**src/hw/rtl/fpc_pkg.sv**
```systemverilog
// Shared types and constants for the frustum plane cull core.
// Used by fpc_ctrl, fpc_datapath and frustum_plane_cull_core.
`default_nettype none

package fpc_pkg;

   localparam int DATA_W         = 48;             // Q31.16 coefficient / coordinate
   localparam int HALF_W         = DATA_W / 2;     // partial product split
   localparam int PROD_W         = 2 * HALF_W + 2; // 25 x 25 signed partial product
   localparam int ACC_W          = 2 * DATA_W + 4; // dot product never overflows
   localparam int TERMS          = 4;              // nx*x, ny*y, nz*z, w*2^F
   localparam int TERM_W         = 2;
   localparam int AXES           = 3;
   localparam int OP_W           = 2;
   localparam int IDX_W          = 3;
   localparam int REQ_TDATA_W    = 344;
   localparam int RSP_TDATA_W    = 8;
   localparam int DEF_NUM_PLANES = 6;
   localparam int DEF_FRAC_BITS  = 16;

   typedef enum logic [OP_W-1:0] {
      OP_LOAD   = 2'd0,
      OP_SPHERE = 2'd1,
      OP_BOX    = 2'd2
   } op_type;

   typedef enum logic [1:0] {
      ST_IDLE,
      ST_RUN,
      ST_DRAIN
   } state_type;

   // controller -> datapath
   typedef struct packed {
      logic              load;         // write plane from the input word
      logic              capture;      // latch test operands, clear cull flag
      logic              box;          // captured item is a box test
      logic              issue;        // start one term into the multiply pipe
      logic [TERM_W-1:0] term;
      logic              first;        // first term of a plane
      logic              last;         // last term of a plane
      logic              result_write; // load output register
   } cmd_type;

   // datapath -> controller
   typedef struct packed {
      logic pipe_busy;
      logic out_full;
   } status_type;

endpackage

`default_nettype wire

```
**src/hw/rtl/fpc_ctrl.sv**
```systemverilog
// Sequencer for the frustum plane cull core: accepts words, walks planes and terms.
// Depends on fpc_pkg; drives fpc_datapath through cmd_type / status_type.
`default_nettype none

module fpc_ctrl
   import fpc_pkg::*;
#(
   parameter int NUM_PLANES = DEF_NUM_PLANES,
   parameter int PIDX_W     = 1
) (
   input  wire logic              clock,
   input  wire logic              reset,
   input  wire logic              req_valid,
   input  wire logic [OP_W-1:0]   req_op,
   output logic                   req_ready,
   input  wire status_type        status,
   output cmd_type                cmd,
   output logic [PIDX_W-1:0]      plane_sel
);

   state_type         state_ff, state_in;
   logic [PIDX_W-1:0] plane_ff, plane_in;
   logic [TERM_W-1:0] term_ff, term_in;
   logic              accept;
   logic              last_term;
   logic              last_plane;

   assign accept     = req_valid && (state_ff == ST_IDLE);
   assign last_term  = (term_ff == TERM_W'(TERMS - 1));
   assign last_plane = (plane_ff == PIDX_W'(NUM_PLANES - 1));
   assign plane_sel  = plane_ff;

   // next state and counters
   always_comb begin
      state_in = state_ff;
      plane_in = plane_ff;
      term_in  = term_ff;
      unique case (state_ff)
         ST_IDLE: begin
            plane_in = '0;
            term_in  = '0;
            if (accept) begin
               case (req_op)
                  OP_SPHERE, OP_BOX: state_in = ST_RUN;
                  default:           state_in = ST_IDLE;
               endcase
            end
         end
         ST_RUN: begin
            term_in = term_ff + TERM_W'(1);
            if (last_term) begin
               term_in  = '0;
               plane_in = plane_ff + PIDX_W'(1);
               if (last_plane) begin
                  state_in = ST_DRAIN;
               end
            end
         end
         ST_DRAIN: begin
            if (!status.pipe_busy && !status.out_full) begin
               state_in = ST_IDLE;
            end
         end
         default: state_in = ST_IDLE;
      endcase
   end

   // outputs
   always_comb begin
      cmd       = '0;
      req_ready = 1'b0;
      unique case (state_ff)
         ST_IDLE: begin
            req_ready = 1'b1;
            if (accept) begin
               unique case (op_type'(req_op))
                  OP_LOAD:   cmd.load = 1'b1;
                  OP_SPHERE: cmd.capture = 1'b1;
                  OP_BOX: begin
                     cmd.capture = 1'b1;
                     cmd.box     = 1'b1;
                  end
                  default: cmd.load = 1'b0;
               endcase
            end
         end
         ST_RUN: begin
            cmd.issue = 1'b1;
            cmd.term  = term_ff;
            cmd.first = (term_ff == '0);
            cmd.last  = last_term;
         end
         ST_DRAIN: begin
            cmd.result_write = !status.pipe_busy && !status.out_full;
         end
         default: cmd = '0;
      endcase
   end

   always_ff @(posedge clock) begin
      if (reset) begin
         state_ff <= ST_IDLE;
         plane_ff <= '0;
         term_ff  <= '0;
      end else begin
         state_ff <= state_in;
         plane_ff <= plane_in;
         term_ff  <= term_in;
      end
   end

endmodule

`default_nettype wire

```
**config.mk**
```make
export PLATFORM = sky130hd
export DESIGN_NAME = fpc_ctrl
export DESIGN_NICKNAME = d
export VERILOG_FILES = /design/src/hw/rtl/fpc_pkg.sv /design/src/hw/rtl/fpc_ctrl.sv
export SDC_FILE = /design/constraint.sdc
export NUM_CORES = 1
export LEC_CHECK = 0
export BUFFER_PORTS_ARGS = -buffer_cell sky130_fd_sc_hd__buf_4
export CAP_MARGIN = 20
export CORE_AREA = 2 2 39 41
export DETAILED_ROUTE_END_ITERATION = 7
export DIE_AREA = 0 0 41 43
export PLACE_DENSITY = 0.63
export SKIP_CTS_REPAIR_TIMING = 1
export SLEW_MARGIN = 10
export SYNTH_ARGS = -nofsm -noshare
export SYNTH_HDL_FRONTEND = slang
export SYNTH_SLANG_ARGS = --single-unit
export TNS_END_PERCENT = 100
```
**constraint.sdc**
```tcl
create_clock -name clock -period 1.3 [get_ports clock]
set_clock_uncertainty 0.05 [all_clocks]
set_input_delay 0.13 -clock clock [delete_from_list [all_inputs] [get_ports clock]]
set_output_delay 0.13 -clock clock [all_outputs]
set_load 0.1 [all_outputs]
```
==> flow_summary.json, run 1 <==
{
  "critPathMaxFanout": 6,
  "fin_crit_ns": 1.38,
  "die_h_um": 43,
  "synth_top_area_cell": "dfxtp_1",
  "slew_headroom": 0.816,
  "overflow": 0,
  "violations": "negative setup slack",
  "route.antenna.remaining_nets": 0,
  "start_util": 0.265,
  "final_max_slew_viol_count": 0,
  "ctsHtreeMaxLevel": 1,
  "cts_buffer_depth": 2,
  "first_iter_violations": 5,
  "synth_cells": 43,
  "cap_violations": 0,
  "rsz0062_at_grt": "true",
  "clkTransAtPathRegs_ns": 0.05,
  "syn_avg_cell_area_um2": 8.53,
  "nets": 78,
  "num_vias": 362,
  "gp_congestion": 0.730,
  "p_per_area_nw_per_um2": 816,
  "antennaDiodeCount": 0,
  "synth_edf_count": 0,
  "setup_violations": 10,
  "antenna_found_initial": 0,
  "cts_sinks": 5,
  "yosys-top-cells-area": "dfxtp_1, ha_1, and3_1, a22oi_1, and2_2",
  "crit_path_end_kind": "output port",
  "route.detailed.wl_per_inst_um": 9.74,
  "tightest_slew_ns": 0.278,
  "avgViaCountPerCell": 4.41,
  "hold_viol": 0,
  "post-place-ws_ns": 0.0689,
  "cts_made_buffers": 3,
  "io_pins": 18,
  "critPathKind": "flip-flop to output port",
  "die_w_um": 41,
  "fmax_mhz": 725,
  "drive_above_1_share": 0.667,
  "hpwl_um": 573,
  "power_mw": 0.574,
  "ys_seq_area_frac": 0.273,
  "worstPathArrival_ns": 1.20,
  "status": "finished, violations left",
  "synth_ff_type": "dfxtp_1",
  "drc_errors": 0,
  "peakVddDrop_mv": 0.541,
  "io_buffers": 17,
  "core_um2": 1380,
  "ys_top_cells_by_count": "dfxtp_1, ha_1, inv_1, nor2_1, and3_1",
  "drt_wl_total_um": 799,
  "gr-usage-all-layers": 0.0934,
  "rows": 14,
  "synth_seq_cells": 5,
  "grt_max_degree": 10,
  "synth_top_area_frac": 0.273,
  "p_leak_nw": 0.304,
  "syn-cell-area_um2": 367,
  "fin_crit_sh": 1.06,
  "setup_tns_ns": -0.498,
  "dr.pass1.iters": 4,
  "required_ns": 1.12,
  "setup_ws_ns": -0.0790,
  "worstHoldPathType": "input port to flip-flop",
  "post-synth-top-count-cell": "dfxtp_1",
  "synth.net_count": 54,
  "yosysWarnings": 0,
  "ctsRootBufferMaster": "clkbuf_4",
  "grt_pass1_wl_mm": 1.15,
  "area_growth_pct": 91.8,
  "die_area_um2": 1760,
  "async_flop_share": 0,
  "tritoncts": "done",
  "start_kind": "flip-flop",
  "clk_latency_ns": 0.24,
  "grt_pass1_vias": 287,
  "synth.distinct_cells": 22
}
## cell type report
class	instances	area, um^2
Fill cell	129	681
Multi-Input combinational cell	31	273
Timing Repair Buffer	22	260
Sequential cell	5	109
Clock buffer	4	26.3
Tap cell	16	20.0
Inverter	4	15.0
## worst max-delay path, cell delays in order, from the launching register on
cell and delay, ns:
dfxtp_2 0.32, buf_6 0.13, nor2_4 0.14, and3_4 0.21, buf_12 0.17
## power by group
part	switching, mW	internal (mW)
Combinational	0.149	0.0855
Clock	0.0617	0.116
Sequential	0.00428	0.157
Total	0.215	0.359
## state kept, by name, summed over array words and instances, names as in the netlist
register,flops
term_ff,2
state_ff,2
plane_sel,1
## final timing paths
| check | startpoint | end | slack [ns] | cells after the start |
|---|---|---|---|---|
| max | state_ff[0]$_SDFFE_PP0P_ | cmd[7] | -0.08 | 4 |
| min | reset | state_ff[1]$_SDFFE_PP0P_ | 0.02 | 2 |
| max reg2reg | term_ff[0]$_SDFFE_PP0P_ | state_ff[0]$_SDFFE_PP0P_ | 0.11 | 4 |
| min reg2reg | plane_sel$_SDFFE_PP0P_ | state_ff[1]$_SDFFE_PP0P_ | 0.44 | 2 |
## metal layers
metal / share of wire / GRT usage
met2: 0.49 / 0.119
met4: 0 / 0.0400
met3: 0.041 / 0.0314
met1: 0.47 / 0.138
met5: 0 / 0
## cells in the final DEF (no fill, tap or decap), types with 2 or more instances in the layout
cell type and n:
a21oi_1 2, a22oi_1 2, and2_4 4, and3_4 3
buf_12 7, buf_4 13, buf_6 2, clkbuf_4 3
dfxtp_2 4, ha_1 3, inv_1 4, nor2_1 3
o21ai_0 2
## cell families (layout without fill, tap and decap cells)
family	count (synthesis)	in the layout	share of synthesized area
fa+ha+maj	4	4	0.137
compound gates	7	7	0.119
buf+inv	7	30	0.113
simple gates	20	20	0.358
flops	5	5	0.273
## through the flow
step	hold slack, ns	instance area [um^2]	cells	util
floorplan	0.135	415	43	-
global placement	0.279	548	75	0.396
detailed placement	0.276	548	75	0.396
CTS	0.0218	574	79	0.415
global route	0.0251	703	82	0.508
finish	0.0233	703	82	0.508
(Power assumes the default switching activity.)
==> inputs of run 2 (changes only) <==
--- a/config.mk
+++ b/config.mk
@@ -12,6 +12,7 @@
 export DIE_AREA = 0 0 41 43
 export PLACE_DENSITY = 0.63
 export SKIP_CTS_REPAIR_TIMING = 1
+export SKIP_LAST_GASP = 1
 export SLEW_MARGIN = 10
 export SYNTH_ARGS = -nofsm -noshare
 export SYNTH_HDL_FRONTEND = slang
==> run 2 against run 1 <==
Compared with the run above:
- the run still ends with negative setup slack left
- critical path depth is the same
- via count up 0.83%
- register-to-register slack about the same
- worst hold slack is essentially flat
- sequential share of layout area up 0.11 points
- global-route usage unchanged
- critical endpoint unchanged
==> flow_summary.json, run 2 (synthesized netlist as in run 1, its figures left out) <==
{
  "die_area_um2": 1760,
  "cts_buffer_depth": 2,
  "nets": 78,
  "drive_above_1_share": 0.667,
  "post-place-ws_ns": 0.0689,
  "tritoncts": "done",
  "avgViaCountPerCell": 4.45,
  "clk_latency_ns": 0.24,
  "reg2reg_from": "term_ff[0]$_SDFFE_PP0P_",
  "first_iter_violations": 5,
  "gr-usage-all-layers": 0.0934,
  "hold_path_startpoint": "reset",
  "grt_pass1_vias": 287,
  "p_per_area_nw_per_um2": 822,
  "worstHoldPathType": "input port to flip-flop",
  "die_w_um": 41,
  "slew_headroom": 0.816,
  "required_ns": 1.12,
  "fin_crit_ns": 1.38,
  "overflow": 0,
  "worstPathArrival_ns": 1.20,
  "cts_made_buffers": 3,
  "hpwl_um": 573,
  "rows": 14,
  "cap_violations": 0,
  "intPower_mw": 0.359,
  "pwr-share-comb": 0.408,
  "io_buffers": 17,
  "final_cell_mix": "buf_4, buf_12, inv_1, and2_4, dfxtp_2",
  "grt_pass1_wl_mm": 1.15,
  "cts_sinks": 5,
  "p_seq_frac": 0.282,
  "ctsRootBufferMaster": "clkbuf_4",
  "gp_congestion": 0.730,
  "core_um2": 1380,
  "final_common_cell": "buf_4",
  "switching_share": 0.374,
  "grt_max_degree": 10,
  "status": "finished, violations left",
  "num_vias": 365,
  "dr.pass1.iters": 4,
  "clkTransAtPathRegs_ns": 0.05,
  "switchingPower_mw": 0.215,
  "antenna_found_initial": 0,
  "setup_violations": 10,
  "drt_wl_total_um": 825,
  "fmax_mhz": 725,
  "rsz0062_at_grt": "true",
  "p_leak_nw": 0.303,
  "tightest_slew_ns": 0.278,
  "start_kind": "flip-flop",
  "hold_viol": 0,
  "io_pins": 18,
  "crit_path_end_kind": "output port",
  "dpl_cell_area_um2": 548,
  "drc_errors": 0,
  "peakVddDrop_mv": 0.542,
  "final_max_slew_viol_count": 0,
  "violations": "negative setup slack",
  "crit_start": "state_ff[0]$_SDFFE_PP0P_",
  "postLayoutCellArea_um2": 698,
  "p_clk_frac": 0.310,
  "area_growth_pct": 90.4,
  "antennaDiodeCount": 0,
  "route.detailed.wl_per_inst_um": 10.1,
  "start_util": 0.265,
  "setup_ws_ns": -0.0790,
  "route.antenna.remaining_nets": 0,
  "critPathMaxFanout": 6,
  "ctsHtreeMaxLevel": 1,
  "critPathKind": "flip-flop to output port",
  "die_h_um": 43,
  "fin_crit_sh": 1.06
}
run 2: cell types whose count changed in the layout (fill, tap and decap cells not counted):
cell	before	now
buf_12	7	6
buf_8	0	1
run 2: area by class of cell:
cell class              instances  area [um^2]
repair buffers                 22          255
well taps                      16         20.0
fillers                       129          686
flip-flops and latches          5          109
inverters                       4         15.0
multi-input cells              31          273
clock buffers                   4         26.3
run 2: path summary, 6_finish.rpt:
path / end / slack [ns] / cells after the start
worst max-delay path: cmd[7] / -0.08 / 4
worst min-delay path: state_ff[1]$_SDFFE_PP0P_ / 0.02 / 2
worst max register to register: state_ff[0]$_SDFFE_PP0P_ / 0.10 / 4
worst min register to register: state_ff[1]$_SDFFE_PP0P_ / 0.44 / 2
run 2: through the flow:
stage	hold WS [ns]	power [mW]	setup TNS, ns	std cells	util
4_1_cts	0.0218	0.543	-1.36	79	0.415
6_report	0.0231	0.574	-0.492	82	0.505
5_1_grt	0.0251	0.604	-0.974	82	0.505
3_5_place_dp	0.276	0.363	0	75	0.396
2_1_floorplan	0.135	0.319	-1.51	43	-
3_3_place_gp	0.279	0.361	0	75	0.396
run 2: power groups by stage:
| stage | combinational, mW | sequential, mW | clock, mW |
|---|---|---|---|
| after floorplan | 0.151 | 0.169 | 0 |
| after global placement | 0.196 | 0.165 | 0 |
| after detailed placement | 0.198 | 0.165 | 0 |
| after CTS | 0.198 | 0.162 | 0.183 |
| after global routing | 0.242 | 0.162 | 0.199 |
| final | 0.234 | 0.162 | 0.178 |
run 2: per-layer routing:
metal | GRT usage | vias up | wire length [um]
met4 | 0.0400 | 0 | 0
met3 | 0.0314 | 0 | 32
met5 | 0 | - | 0
met2 | 0.119 | 11 | 409
li1 | - | 189 | -
met1 | 0.138 | 165 | 384
run 2: worst max-delay path: stages, from the launching register on:
cell,delay (ns)
dfxtp_2,0.32
buf_6,0.13
nor2_4,0.14
and3_4,0.21
buf_12,0.17
